===== src/design/ilc_pkg.sv =====
// Types, opcodes and the length bound shared by the length classifier modules.
package ilc_pkg;

   // Longest instruction before the decoder gives up and resynchronizes
   localparam logic [3:0] MAX_INSN_BYTES = 4'd15;

   // Opcode and prefix bytes
   localparam logic [7:0] OP_REX_W    = 8'h48;
   localparam logic [7:0] OP_MOV_LOAD = 8'h8B;
   localparam logic [7:0] OP_GRP5     = 8'hFF;
   localparam logic [7:0] OP_JMP_IND  = 8'h25;
   localparam logic [7:0] OP_CALL     = 8'hE8;
   localparam logic [7:0] OP_OPSIZE   = 8'h66;
   localparam logic [7:0] OP_CS       = 8'h2E;
   localparam logic [7:0] OP_ESCAPE   = 8'h0F;
   localparam logic [7:0] OP_NOP_1F   = 8'h1F;
   localparam logic [7:0] OP_RET      = 8'hC3;
   localparam logic [7:0] OP_REP      = 8'hF3;
   localparam logic [7:0] OP_JMP32    = 8'hE9;
   localparam logic [7:0] OP_JMP8     = 8'hEB;
   localparam logic [7:0] OP_PUSH_RBX = 8'h53;
   localparam logic [7:0] OP_POP_RBX  = 8'h5B;
   localparam logic [7:0] OP_GRP1_IB  = 8'h83;
   localparam logic [7:0] OP_GRP1_IZ  = 8'h81;

   // Result classes; KIND_CONT marks an instruction still in progress
   typedef enum logic [2:0] {
      KIND_RIP   = 3'd0,
      KIND_JUMP  = 3'd1,
      KIND_COND  = 3'd2,
      KIND_CALL  = 3'd3,
      KIND_RET   = 3'd4,
      KIND_OTHER = 3'd5,
      KIND_UNREC = 3'd6,
      KIND_CONT  = 3'd7
   } kind_type;

   // Decoder phases
   typedef enum logic [3:0] {
      PH_START     = 4'd0,
      PH_PREFIX    = 4'd1,
      PH_OPCODE    = 4'd2,
      PH_MODRM     = 4'd3,
      PH_NOP_1F    = 4'd4,
      PH_NOP_MODRM = 4'd5,
      PH_FF        = 4'd6,
      PH_F3        = 4'd7,
      PH_SKIP      = 4'd8,
      PH_DISP8     = 4'd9,
      PH_DISP32    = 4'd10
   } phase_type;

   // Input item
   typedef struct packed {
      logic [7:0]  code_byte;
      logic [63:0] byte_address;
   } req_type;

   // Result item
   typedef struct packed {
      logic [2:0]  kind;
      logic [3:0]  length;
      logic [63:0] target_address;
      logic        target_valid;
   } rsp_type;

   // Decoded instruction waiting for target computation
   typedef struct packed {
      logic [2:0]  kind;
      logic [3:0]  length;
      logic [63:0] start_address;
      logic [31:0] rel;
      logic        target_valid;
   } insn_type;

endpackage


===== src/design/ilc_front.sv =====
// Byte-serial decoder: finds instruction boundaries and classifies them.
module ilc_front (
   input  logic             clock,
   input  logic             reset,
   input  logic             req_valid,
   output logic             req_ready,
   input  ilc_pkg::req_type req_item,
   output logic             push_valid,
   input  logic             push_ready,
   output ilc_pkg::insn_type push_item
);
   import ilc_pkg::*;

   // Extra bytes after a ModRM byte (displacement and SIB)
   function automatic logic [3:0] modrm_extra(input logic [7:0] m, input logic rip_disp);
      logic [3:0] n;
      n = 4'd0;
      if (m[7:6] == 2'd1) begin
         n = 4'd1;
      end else if (m[7:6] == 2'd2) begin
         n = 4'd4;
      end else if (m[7:6] == 2'd0 && m[2:0] == 3'd5 && rip_disp) begin
         n = 4'd4;
      end
      if (m[2:0] == 3'd4 && m[7:6] != 2'd3) begin
         n = n + 4'd1;
      end
      return n;
   endfunction

   function automatic logic is_modrm_op(input logic [7:0] b);
      return b == 8'h63 || b == 8'h89 || b == 8'h8B || b == 8'h39 ||
             b == 8'h3B || b == 8'h85 || b == 8'h01 || b == 8'h03 ||
             b == 8'h29 || b == 8'h28 || b == 8'h31 || b == 8'h32;
   endfunction

   phase_type   phase_ff, phase_in;
   logic [3:0]  seen_ff, seen_in;
   logic [3:0]  needed_ff, needed_in;
   logic        wide_ff, wide_in;
   logic        half_ff, half_in;
   logic [7:0]  opcode_ff, opcode_in;
   logic [31:0] disp_ff, disp_in;
   logic [63:0] start_ff, start_in;
   kind_type    pending_ff, pending_in;

   logic        accept;
   logic [7:0]  b;
   logic [1:0]  disp_slot;
   logic [31:0] disp_or;
   logic [3:0]  skip_n;
   logic        do_prefix;
   logic        do_dispatch;
   kind_type    kind;
   logic [31:0] rel;
   logic        has_target;

   assign req_ready = push_ready;
   assign accept    = req_valid && push_ready;
   assign b         = req_item.code_byte;
   assign disp_slot = 2'(4'd4 - needed_ff);
   assign disp_or   = disp_ff | (32'(b) << {disp_slot, 3'b000});

   // Phase machine for one byte
   always_comb begin
      phase_in    = phase_ff;
      needed_in   = needed_ff;
      opcode_in   = opcode_ff;
      disp_in     = disp_ff;
      pending_in  = pending_ff;
      kind        = KIND_CONT;
      rel         = 32'd0;
      has_target  = 1'b0;
      do_prefix   = 1'b0;
      do_dispatch = 1'b0;
      skip_n      = 4'd0;
      if (phase_ff == PH_START) begin
         start_in = req_item.byte_address;
         wide_in  = 1'b0;
         half_in  = 1'b0;
         seen_in  = 4'd1;
      end else begin
         start_in = start_ff;
         wide_in  = wide_ff;
         half_in  = half_ff;
         seen_in  = seen_ff + 4'd1;
      end

      unique case (phase_ff)
         PH_START: begin
            if (b[7:4] == 4'h7) begin
               disp_in = 32'd0; needed_in = 4'd1; pending_in = KIND_COND;
               phase_in = PH_DISP8;
            end else if (b == OP_CALL) begin
               disp_in = 32'd0; needed_in = 4'd4; pending_in = KIND_CALL;
               phase_in = PH_DISP32;
            end else if (b == OP_GRP5) begin
               phase_in = PH_FF;
            end else if (b == OP_REX_W) begin
               wide_in  = 1'b1;
               phase_in = PH_PREFIX;
            end else begin
               do_prefix = 1'b1;
            end
         end
         PH_PREFIX: do_prefix = 1'b1;
         PH_OPCODE: do_dispatch = 1'b1;
         PH_MODRM: begin
            if (b[7:6] == 2'd3) begin
               kind = KIND_OTHER;
            end else if (b[7:6] == 2'd0 && b[2:0] == 3'd5 && opcode_ff == OP_MOV_LOAD &&
                         wide_ff && !half_ff && seen_in == 4'd3) begin
               disp_in = 32'd0; needed_in = 4'd4; pending_in = KIND_RIP;
               phase_in = PH_DISP32;
            end else begin
               skip_n = modrm_extra(b, 1'b1);
               if (skip_n == 4'd0) begin
                  kind = KIND_OTHER;
               end else begin
                  needed_in = skip_n; pending_in = KIND_OTHER; phase_in = PH_SKIP;
               end
            end
         end
         PH_NOP_1F: begin
            if (b == OP_NOP_1F) phase_in = PH_NOP_MODRM;
            else kind = KIND_UNREC;
         end
         PH_NOP_MODRM: begin
            if (b[5:3] != 3'd0) begin
               kind = KIND_UNREC;
            end else if (b[7:6] == 2'd3) begin
               kind = KIND_OTHER;
            end else begin
               skip_n = modrm_extra(b, 1'b0);
               if (skip_n == 4'd0) begin
                  kind = KIND_OTHER;
               end else begin
                  needed_in = skip_n; pending_in = KIND_OTHER; phase_in = PH_SKIP;
               end
            end
         end
         PH_FF: begin
            if (b == OP_JMP_IND) begin
               disp_in = 32'd0; needed_in = 4'd4; pending_in = KIND_JUMP;
               phase_in = PH_DISP32;
            end else begin
               kind = KIND_UNREC;
            end
         end
         PH_F3: kind = (b == OP_RET) ? KIND_RET : KIND_UNREC;
         PH_SKIP: begin
            if (needed_ff != 4'd0) needed_in = needed_ff - 4'd1;
            if (needed_in == 4'd0) kind = pending_ff;
         end
         PH_DISP8: begin
            needed_in  = 4'd0;
            disp_in    = 32'(b);
            rel        = {{24{b[7]}}, b};
            has_target = 1'b1;
            kind       = pending_ff;
         end
         PH_DISP32: begin
            disp_in = disp_or;
            if (needed_ff != 4'd0) needed_in = needed_ff - 4'd1;
            if (needed_in == 4'd0) begin
               rel        = disp_or;
               has_target = 1'b1;
               kind       = pending_ff;
            end
         end
         default: kind = KIND_UNREC;
      endcase

      // Operand-size and CS prefix bytes
      if (do_prefix) begin
         if (b == OP_OPSIZE) begin
            half_in  = 1'b1;
            phase_in = PH_PREFIX;
         end else if (b == OP_CS) begin
            phase_in = PH_OPCODE;
         end else begin
            do_dispatch = 1'b1;
         end
      end

      // Opcode byte
      if (do_dispatch) begin
         opcode_in = b;
         if (b == OP_ESCAPE) begin
            phase_in = PH_NOP_1F;
         end else if (b == OP_PUSH_RBX || b == OP_POP_RBX || (b >= 8'h90 && b <= 8'h98)) begin
            kind = KIND_OTHER;
         end else if (is_modrm_op(b)) begin
            phase_in = PH_MODRM;
         end else if (b[7:3] == 5'b10111) begin
            needed_in  = half_in ? 4'd2 : (wide_in ? 4'd8 : 4'd4);
            pending_in = KIND_OTHER;
            phase_in   = PH_SKIP;
         end else if (b == OP_GRP1_IB) begin
            needed_in = 4'd2; pending_in = KIND_OTHER; phase_in = PH_SKIP;
         end else if (b == OP_GRP1_IZ) begin
            needed_in = 4'd3; pending_in = KIND_OTHER; phase_in = PH_SKIP;
         end else if (b == OP_RET) begin
            kind = KIND_RET;
         end else if (b == OP_REP) begin
            phase_in = PH_F3;
         end else if (b == OP_JMP32) begin
            disp_in = 32'd0; needed_in = 4'd4; pending_in = KIND_JUMP;
            phase_in = PH_DISP32;
         end else if (b == OP_JMP8) begin
            disp_in = 32'd0; needed_in = 4'd1; pending_in = KIND_JUMP;
            phase_in = PH_DISP8;
         end else begin
            kind = KIND_UNREC;
         end
      end

      // Length bound
      if (kind == KIND_CONT && seen_in >= MAX_INSN_BYTES) begin
         kind = KIND_UNREC;
      end
      if (kind == KIND_UNREC) begin
         has_target = 1'b0;
      end
      if (kind != KIND_CONT) begin
         phase_in  = PH_START;
         needed_in = 4'd0;
      end
   end

   // Finished instruction toward the queue
   always_comb begin
      push_valid              = accept && (kind != KIND_CONT);
      push_item.kind          = kind;
      push_item.length        = seen_in;
      push_item.start_address = start_in;
      push_item.rel           = rel;
      push_item.target_valid  = has_target;
   end

   // Decoder state
   always_ff @(posedge clock) begin
      if (reset) begin
         phase_ff <= PH_START;
      end else if (accept) begin
         phase_ff <= phase_in;
      end
   end

   always_ff @(posedge clock) begin
      if (accept) begin
         seen_ff    <= seen_in;
         needed_ff  <= needed_in;
         wide_ff    <= wide_in;
         half_ff    <= half_in;
         opcode_ff  <= opcode_in;
         disp_ff    <= disp_in;
         start_ff   <= start_in;
         pending_ff <= pending_in;
      end
   end

endmodule


===== src/design/ilc_queue.sv =====
// Small FIFO of decoded instructions between decoder and target stage.
module ilc_queue #(
   parameter int DEPTH = 4
) (
   input  logic              clock,
   input  logic              reset,
   input  logic              push_valid,
   output logic              push_ready,
   input  ilc_pkg::insn_type push_item,
   output logic              pop_valid,
   input  logic              pop_ready,
   output ilc_pkg::insn_type pop_item
);
   import ilc_pkg::*;

   localparam int PTR_W = $clog2(DEPTH);
   localparam int CNT_W = $clog2(DEPTH + 1);

   insn_type           mem_ff [DEPTH];
   logic [PTR_W-1:0]   wr_ptr_ff, wr_ptr_in;
   logic [PTR_W-1:0]   rd_ptr_ff, rd_ptr_in;
   logic [CNT_W-1:0]   count_ff, count_in;
   logic               do_push;
   logic               do_pop;

   assign push_ready = count_ff != CNT_W'(DEPTH);
   assign pop_valid  = count_ff != '0;
   assign pop_item   = mem_ff[rd_ptr_ff];
   assign do_push    = push_valid && push_ready;
   assign do_pop     = pop_valid && pop_ready;

   // Pointer and fill bookkeeping
   always_comb begin
      wr_ptr_in = wr_ptr_ff;
      rd_ptr_in = rd_ptr_ff;
      count_in  = count_ff;
      if (do_push) begin
         wr_ptr_in = (wr_ptr_ff == PTR_W'(DEPTH - 1)) ? '0 : wr_ptr_ff + 1'b1;
      end
      if (do_pop) begin
         rd_ptr_in = (rd_ptr_ff == PTR_W'(DEPTH - 1)) ? '0 : rd_ptr_ff + 1'b1;
      end
      if (do_push && !do_pop) begin
         count_in = count_ff + 1'b1;
      end else if (do_pop && !do_push) begin
         count_in = count_ff - 1'b1;
      end
   end

   always_ff @(posedge clock) begin
      if (reset) begin
         wr_ptr_ff <= '0;
         rd_ptr_ff <= '0;
         count_ff  <= '0;
      end else begin
         wr_ptr_ff <= wr_ptr_in;
         rd_ptr_ff <= rd_ptr_in;
         count_ff  <= count_in;
      end
   end

   always_ff @(posedge clock) begin
      if (do_push) begin
         mem_ff[wr_ptr_ff] <= push_item;
      end
   end

endmodule


===== src/design/ilc_back.sv =====
// Target stage: computes the absolute target and holds the result item.
module ilc_back (
   input  logic              clock,
   input  logic              reset,
   input  logic              pop_valid,
   output logic              pop_ready,
   input  ilc_pkg::insn_type pop_item,
   output logic              rsp_valid,
   input  logic              rsp_ready,
   output ilc_pkg::rsp_type  rsp_item
);
   import ilc_pkg::*;

   logic    rsp_valid_ff, rsp_valid_in;
   rsp_type rsp_ff, rsp_in;
   logic    take;

   assign pop_ready = !rsp_valid_ff || rsp_ready;
   assign take      = pop_valid && pop_ready;
   assign rsp_valid = rsp_valid_ff;
   assign rsp_item  = rsp_ff;

   // Start + length + sign-extended displacement, zero when there is no target
   always_comb begin
      rsp_in.kind         = pop_item.kind;
      rsp_in.length       = pop_item.length;
      rsp_in.target_valid = pop_item.target_valid;
      if (pop_item.target_valid) begin
         rsp_in.target_address = pop_item.start_address + 64'(pop_item.length) +
                                 {{32{pop_item.rel[31]}}, pop_item.rel};
      end else begin
         rsp_in.target_address = 64'd0;
      end
      rsp_valid_in = take || (rsp_valid_ff && !rsp_ready);
   end

   always_ff @(posedge clock) begin
      if (reset) begin
         rsp_valid_ff <= 1'b0;
      end else begin
         rsp_valid_ff <= rsp_valid_in;
      end
   end

   always_ff @(posedge clock) begin
      if (take) begin
         rsp_ff <= rsp_in;
      end
   end

endmodule


===== src/design/x86_instruction_length_classifier.sv =====
// Top level of the x86-64 instruction length classifier.
// Takes one code byte per cycle with its address and gives one result item for each
// instruction boundary found: class, length with prefixes, and the absolute target for
// direct jumps, conditional jumps, calls and the RIP-relative load. Throughput is one
// byte per clock, set by the decoder's phase register, which updates on every byte.
// A result reaches rsp_valid through the result queue and the output register: the edge
// that takes the byte that completes the instruction writes the queue, and from there the
// entry moves through the target adder into the output register. req_ready follows the
// queue: it drops while the queue holds QUEUE_DEPTH results that the consumer has not
// drained, and then every byte waits, whether or not it completes an instruction.
// byte_address is sampled only on the first byte of each instruction.
module x86_instruction_length_classifier #(
   parameter int QUEUE_DEPTH = 4
) (
   input  logic             clock,
   input  logic             reset,
   input  logic             req_valid,
   output logic             req_ready,
   input  ilc_pkg::req_type req_item,
   output logic             rsp_valid,
   input  logic             rsp_ready,
   output ilc_pkg::rsp_type rsp_item
);
   import ilc_pkg::*;

   logic     push_valid;
   logic     push_ready;
   insn_type push_item;
   logic     pop_valid;
   logic     pop_ready;
   insn_type pop_item;

   // Decoder
   ilc_front u_front (
      .clock      (clock),
      .reset      (reset),
      .req_valid  (req_valid),
      .req_ready  (req_ready),
      .req_item   (req_item),
      .push_valid (push_valid),
      .push_ready (push_ready),
      .push_item  (push_item)
   );

   // Decoupling queue
   ilc_queue #(
      .DEPTH (QUEUE_DEPTH)
   ) u_queue (
      .clock      (clock),
      .reset      (reset),
      .push_valid (push_valid),
      .push_ready (push_ready),
      .push_item  (push_item),
      .pop_valid  (pop_valid),
      .pop_ready  (pop_ready),
      .pop_item   (pop_item)
   );

   // Target computation and output register
   ilc_back u_back (
      .clock     (clock),
      .reset     (reset),
      .pop_valid (pop_valid),
      .pop_ready (pop_ready),
      .pop_item  (pop_item),
      .rsp_valid (rsp_valid),
      .rsp_ready (rsp_ready),
      .rsp_item  (rsp_item)
   );

endmodule


===== config.mk =====
export PLATFORM = sky130hd
export DESIGN_NAME = x86_instruction_length_classifier
export DESIGN_NICKNAME = d
export VERILOG_FILES = /design/src/design/ilc_pkg.sv /design/src/design/ilc_front.sv /design/src/design/ilc_queue.sv /design/src/design/ilc_back.sv /design/src/design/x86_instruction_length_classifier.sv
export SDC_FILE = /design/constraint.sdc
export NUM_CORES = 1
export LEC_CHECK = 0
export BUFFER_PORTS_ARGS = -buffer_cell sky130_fd_sc_hd__clkbuf_2
export CAP_MARGIN = 20
export CORE_MARGIN = 10
export CORE_UTILIZATION = 40
export CTS_CLUSTER_DIAMETER = 80
export DETAILED_ROUTE_END_ITERATION = 12
export GPL_ROUTABILITY_DRIVEN = 0
export GPL_TIMING_DRIVEN = 0
export SLEW_MARGIN = 15
export SYNTH_ARGS = -nofsm -noshare
export SYNTH_HDL_FRONTEND = slang
export SYNTH_SLANG_ARGS = --single-unit
export TNS_END_PERCENT = 5

===== constraint.sdc =====
create_clock -name clock -period 20.8 [get_ports clock]
set_clock_uncertainty 0.15 [all_clocks]
set_input_delay 4.16 -clock clock [delete_from_list [all_inputs] [get_ports clock]]
set_output_delay 4.16 -clock clock [all_outputs]
set_load 0.01 [all_outputs]

* Word level (Yosys, flattened, before mapping)
Memory sizes are Yosys's and may differ from the RTL's. A register that Yosys moved wholly into a read port is not among the register bits. Cells that the tools add are included.
Storage, ports and cells: flip-flop bits (word level) 201, memory bits (writable) 416, input port bits 76, output and inout bits 74, memories 1
Memories:
- u_queue.mem_ff | depth 4, bits a word 104, read ports 1, clocked after Yosys merged registers in 1, wr ports 1, line ilc_queue.sv:19 | insn_type mem_ff [DEPTH];
Operators by class: $add $sub $neg 11, magnitude comparators 3, eq/ne operators 54, shift operators 1, muxes and demuxes 168, bitwise operators 1, reductions and logical operators 47
Operators with widths (number):
- 2-to-1 mux 32 bit | 17
- 2-to-1 mux 4 bit | 70
- case mux 32 bit (5 select lines) | 1
- 2-to-1 mux 3 bit | 42
- equality test 8 bit (second input constant) | 12
- adder 64 x 4 -> 64 bit | 1
- adder 64 bit | 1
- equality test 8 x 6 -> 1 bit (second input constant) | 8
- 2-to-1 mux 64 bit | 1
- case mux 32 bit (2 select lines) | 1
- equality test 8 x 7 -> 1 bit (second input constant) | 5
- bitwise OR 32 bit | 1
- << shifter 8 x 5 -> 32 bit | 1
- case mux 4 bit (7 select lines) | 1
- case mux 3 bit (9 select lines) | 1
- 2-to-1 mux 1 bit | 23
- equality test 4 x 3 -> 1 bit (second input constant) | 5
- zero test 4 bit | 5
- case mux 4 bit (5 select lines) | 1
- logical AND 1 bit | 15
- logical OR 1 bit | 15
- 2-to-1 mux 2 bit | 7
- adder 4 x 1 -> 4 bit (second input constant) | 3
- equality test 3 bit (second input constant) | 4
- other kinds (29) | 44

* Logic depth before layout (Yosys ltp)
depth after elaboration 40, gate-level depth with buffers 18, gate-level depth less buffers 17

* Cells and area by module
Synthesis repeated with hierarchy kept, for this count alone.
Unflattened totals: cell total of the unflattened synthesis 2145, area total of the unflattened synthesis 29552.1 µm²
By module, submodules not included:
- ilc_queue | instances 1, cells each 592, area each 15489.9 µm², seq. area each 12672.2 µm²
- ilc_front | instances 1, cells each 794, area each 7088.0 µm², seq. area each 3593.4 µm²
- ilc_back | instances 1, cells each 759, area each 6974.2 µm², seq. area each 2182.1 µm²

* Worst setup path after synthesis
No wires, ideal clock.
path type input-to-reg, start point in rsp_ready, end point reg u_queue.count_ff[2], data arrival time 9.322 ns, required time 20.579 ns, path slack 11.257 ns, stages on the path 9, buffers on the path 0, cell sequence inv_1 > a21oi_1 > inv_1 > ha_1 > inv_1 > fa_1 > xor2_1 > or3_1 > a21oi_1
On the way: cells in the longest elaborated chain, start to end 5, elaborated cells on any way between the ends 7, classes of those cells mux (1); reduce/logical (6)
Ends and longest elaborated chain:
- from (decl) | line x86_instruction_length_classifier.sv:21 | input logic rsp_ready,
- logical OR 1 bit (*) | line ilc_back.sv:18 | assign pop_ready = !rsp_valid_ff || rsp_ready;
- logical AND 1 bit (*)
- net u_back.take | line ilc_back.sv:16 | logic take;
- zero test 1 bit | line ilc_queue.sv:43 | if (do_push && !do_pop) begin
- logical AND 1 bit | line ilc_queue.sv:43
- 2-to-1 mux 3 bit / nonzero test 2 bit (equally long branches)
- to (signal assigned) | line ilc_queue.sv:58 | count_ff <= count_in;
- to (decl) | line ilc_queue.sv:22 | logic [CNT_W-1:0] count_ff, count_in;
The timed path passes the listed nets; every way through them passes the cells marked *. A chain may end at the register's enable or synchronous reset.

==> impl_metrics.env <==
export IMPL_slowest_delay_ns=0.60
export IMPL_multi_input_area_sq_um=10600
export IMPL_startpoint_type="input port"
export IMPL_cellLeakagePower_nw=12.5
export IMPL_top_level_ports=150
export IMPL_ys_seq_elements=619
export IMPL_post_cts_resized=0
export IMPL_cts_buffers=61
export IMPL_core_sq_um=73200
export IMPL_fill_cells=6475
export IMPL_cts_sink_count=619
export IMPL_hold_path_class="flop to flop"
export IMPL_rsz0062_at_grt="no"
export IMPL_drt_first_iter_violations=1864
export IMPL_drcViolationCount=0
export IMPL_clk_latency_ns=0.62
export IMPL_yosysSeqAreaShare_pct=62.2
export IMPL_placed_area_sq_um=32000
export IMPL_postCtsSetupRepairBufs=0
export IMPL_synth_cell_types=86
export IMPL_vias_per_cell=5.53
export IMPL_port_buffers=149
export IMPL_grt_busiest_layer="met2"
export IMPL_synthesis_area_sq_um=29700
export IMPL_tightest_slew_ns=1.10
export IMPL_wl_per_cell_um=21.2
export IMPL_use_met2_pct=28.3
export IMPL_overflow=0
export IMPL_fin_crit_ns=8.06
export IMPL_worstPathRequired_ns=21.00
export IMPL_grt_pass1_wl_mm=113
export IMPL_layout_drive_gt1_share_pct=16.3
export IMPL_antenna_found_initial=0
export IMPL_whs_ns=0.356
export IMPL_grt_use_met3_pct=2.90
export IMPL_cts_tree="built"
export IMPL_dieHeight_um=292
export IMPL_cts_clk_slew_worst_paths_ns=0.06
export IMPL_cts_buffer_depth=3
export IMPL_path_class="input port to flop"
export IMPL_crit_path_top_delay_cell="clkbuf_1"
export IMPL_rows=99
export IMPL_async_reset_ff_share_pct=0
export IMPL_dr_total_vias=19000
export IMPL_root_buffer="clkbuf_16"
export IMPL_slew_headroom_pct=26.6
export IMPL_ys_flop_type="edfxtp_1"
export IMPL_routed_wl_mm=73.2
export IMPL_finalNetCount=2647
export IMPL_synthCells=2208
export IMPL_path_cells="clkbuf_2, buf_2, clkbuf_1, and3_1, inv_1, ha_1, mux2_2, a311oi_1, a21oi_1, o21ai_0, o22a_1, and2_1, a21oi_4, and2_4, buf_12, buf_16"
export IMPL_cts_max_level=2
export IMPL_p_total_mw=5.47
export IMPL_drv_slew=0
export IMPL_peakVddDrop_uv=85.6
export IMPL_grt_max_degree=63
export IMPL_crit_arrival_ns=8.26
export IMPL_avgSynthCellArea_sq_um=13.4
export IMPL_gr_usage_met1_pct=21.8
export IMPL_cts_hold_buf=0
export IMPL_dr_pass1_iters=5
export IMPL_timing_final_crit_share_pct=38.7
export IMPL_synth_enable_flop_cells=605
export IMPL_yosysWarnings=0
export IMPL_crit_fanout=39
export IMPL_setup_viol=0
export IMPL_finalHoldViolCount=0
export IMPL_die_w_um=292
export IMPL_p_per_area_nw_per_um2=161
export IMPL_synthToLayoutAreaGrowth_pct=14.2
export IMPL_area_sequential_sq_um=18400
export IMPL_cp_end_kind="flop"
export IMPL_setup_tns_ns=0
export IMPL_fmax_ghz=0.124
export IMPL_synthesis_nets=2421
export IMPL_design_area_sq_um=33900
export IMPL_detail_route_antenna_nets=0
export IMPL_outcome="completed"
export IMPL_grt_pass1_vias=19200
export IMPL_cap_viol_max_count=0
export IMPL_hpwl_mm=52.2
export IMPL_grt_util_all_layers_pct=16.8
export IMPL_initial_core_util_pct=40.5
export IMPL_die_area_sq_um=85500
## placed cells by master (no fill, tap or decap), types with 18 or more instances in the layout
cell type | Yosys | routed
nor3_1 | 61 | 61
nor2b_1 | 20 | 20
nand4_1 | 20 | 20
clkbuf_1 | 81 | 89
and3_1 | 18 | 18
a21o_1 | 52 | 52
nand3_1 | 25 | 25
inv_1 | 45 | 44
clkbuf_16 | 0 | 63
xnor2_1 | 25 | 25
o21ai_0 | 78 | 78
clkbuf_2 | 0 | 151
nor2_1 | 153 | 153
a21oi_1 | 140 | 139
nand2_1 | 311 | 311
ha_1 | 131 | 131
edfxtp_1 | 605 | 605
and2_1 | 25 | 21
mux4_2 | 103 | 103
xor2_1 | 30 | 30
buf_1 | 20 | 20
## worst paths after layout
path | from | to | slack, ns | cells after the start
worst min register to register | u_back.rsp_valid | u_back.rsp_valid | 0.36 | 2
worst max register to register | flop | u_back.rsp_item[64] | 13.34 | 17
worst max-delay path | req_item[66] | u_queue.mem_ff[0][56] | 12.75 | 16
worst min-delay path | u_back.rsp_valid | u_back.rsp_valid | 0.36 | 2
## through the flow
stage	instances	setup WS [ns]	utilization [%]
after floorplan	2208	11.26	-
after global placement	3316	8.51	43.2
after detailed placement	3328	12.16	43.7
after CTS	3442	12.84	46.3
after global routing	3444	12.60	46.3
final	3446	12.75	46.3
## registers in the layout, indices dropped and copies added, names as in the netlist, named ones only
register / count
u_back.rsp_valid: 1
u_queue.count_ff: 3
u_back.rsp_item: 72
u_queue.rd_ptr_ff: 2
u_front.disp_ff: 32
u_front.pending_ff: 3
u_front.wide_ff: 1
u_front.start_ff: 64
u_queue.wr_ptr_ff: 2
u_queue.mem_ff: 416
u_front.seen_ff: 4
u_front.opcode_ff: 8
u_front.phase_ff: 4
u_front.needed_ff: 4
u_front.half_ff: 1
## critical path: cells and delay by family
family                   cells  cell delay [ns]
multiplexers                 1             0.31
AO/OA/AOI/OAI                5             1.00
AND/OR/NAND/NOR              3             0.98
adder cells (fa/ha/maj)      1             0.22
buffers and inverters        6             1.50
## final cells by class
class	count	share of cell area, %
sequential	619	54.4
timing repair buffer	163	3.11
buffer	118	1.41
clock buffer	73	4.76
clock inverter	41	0.915
inverter	45	0.513
multi-input combinational	1426	31.3
tap	959	3.54
antenna	2	0.0148
## power by group
part	internal, mW	leakage, nW	switching, mW
Sequential	1.66	5.99	0.0510
Combinational	0.999	5.61	1.70
Clock	0.601	0.949	0.463
## cells in the mapped netlist (30+ instances only)
library cell / n / area [sq um]
inv_1: 45 / 169
edfxtp_1: 605 / 18200
clkbuf_1: 81 / 304
o21ai_0: 78 / 390
mux4_2: 103 / 2320
nor3_1: 61 / 305
a21oi_1: 140 / 701
a21o_1: 52 / 390
ha_1: 131 / 1640
nand2_1: 311 / 1170
nor2_1: 153 / 574
xor2_1: 30 / 263
## logic make-up (layout without fill, tap and decap cells)
kind of cell | Yosys count | after routing | synth area share [%]
buffers and inverters | 163 | 440 | 2.17
multiplexers | 111 | 111 | 8.09
flip-flops | 619 | 619 | 62.2
adder cells (fa/ha/maj) | 137 | 137 | 5.93
AND/OR/NAND/NOR | 702 | 702 | 10.9
other | 0 | 2 | 0
XOR/XNOR | 55 | 55 | 1.62
AO/OA/AOI/OAI | 421 | 421 | 9.17
## routing by layer
layer  wire, um  share of wire [%]  vias to the layer above
li1           -                  -                     8926
met1      31500                 43                     9394
met2      35500                 49                      590
met3       4040                5.5                      136
met4       2190                3.0                        0
met5          0                  0                        -
No activity file was read; power rests on OpenSTA's default activity.
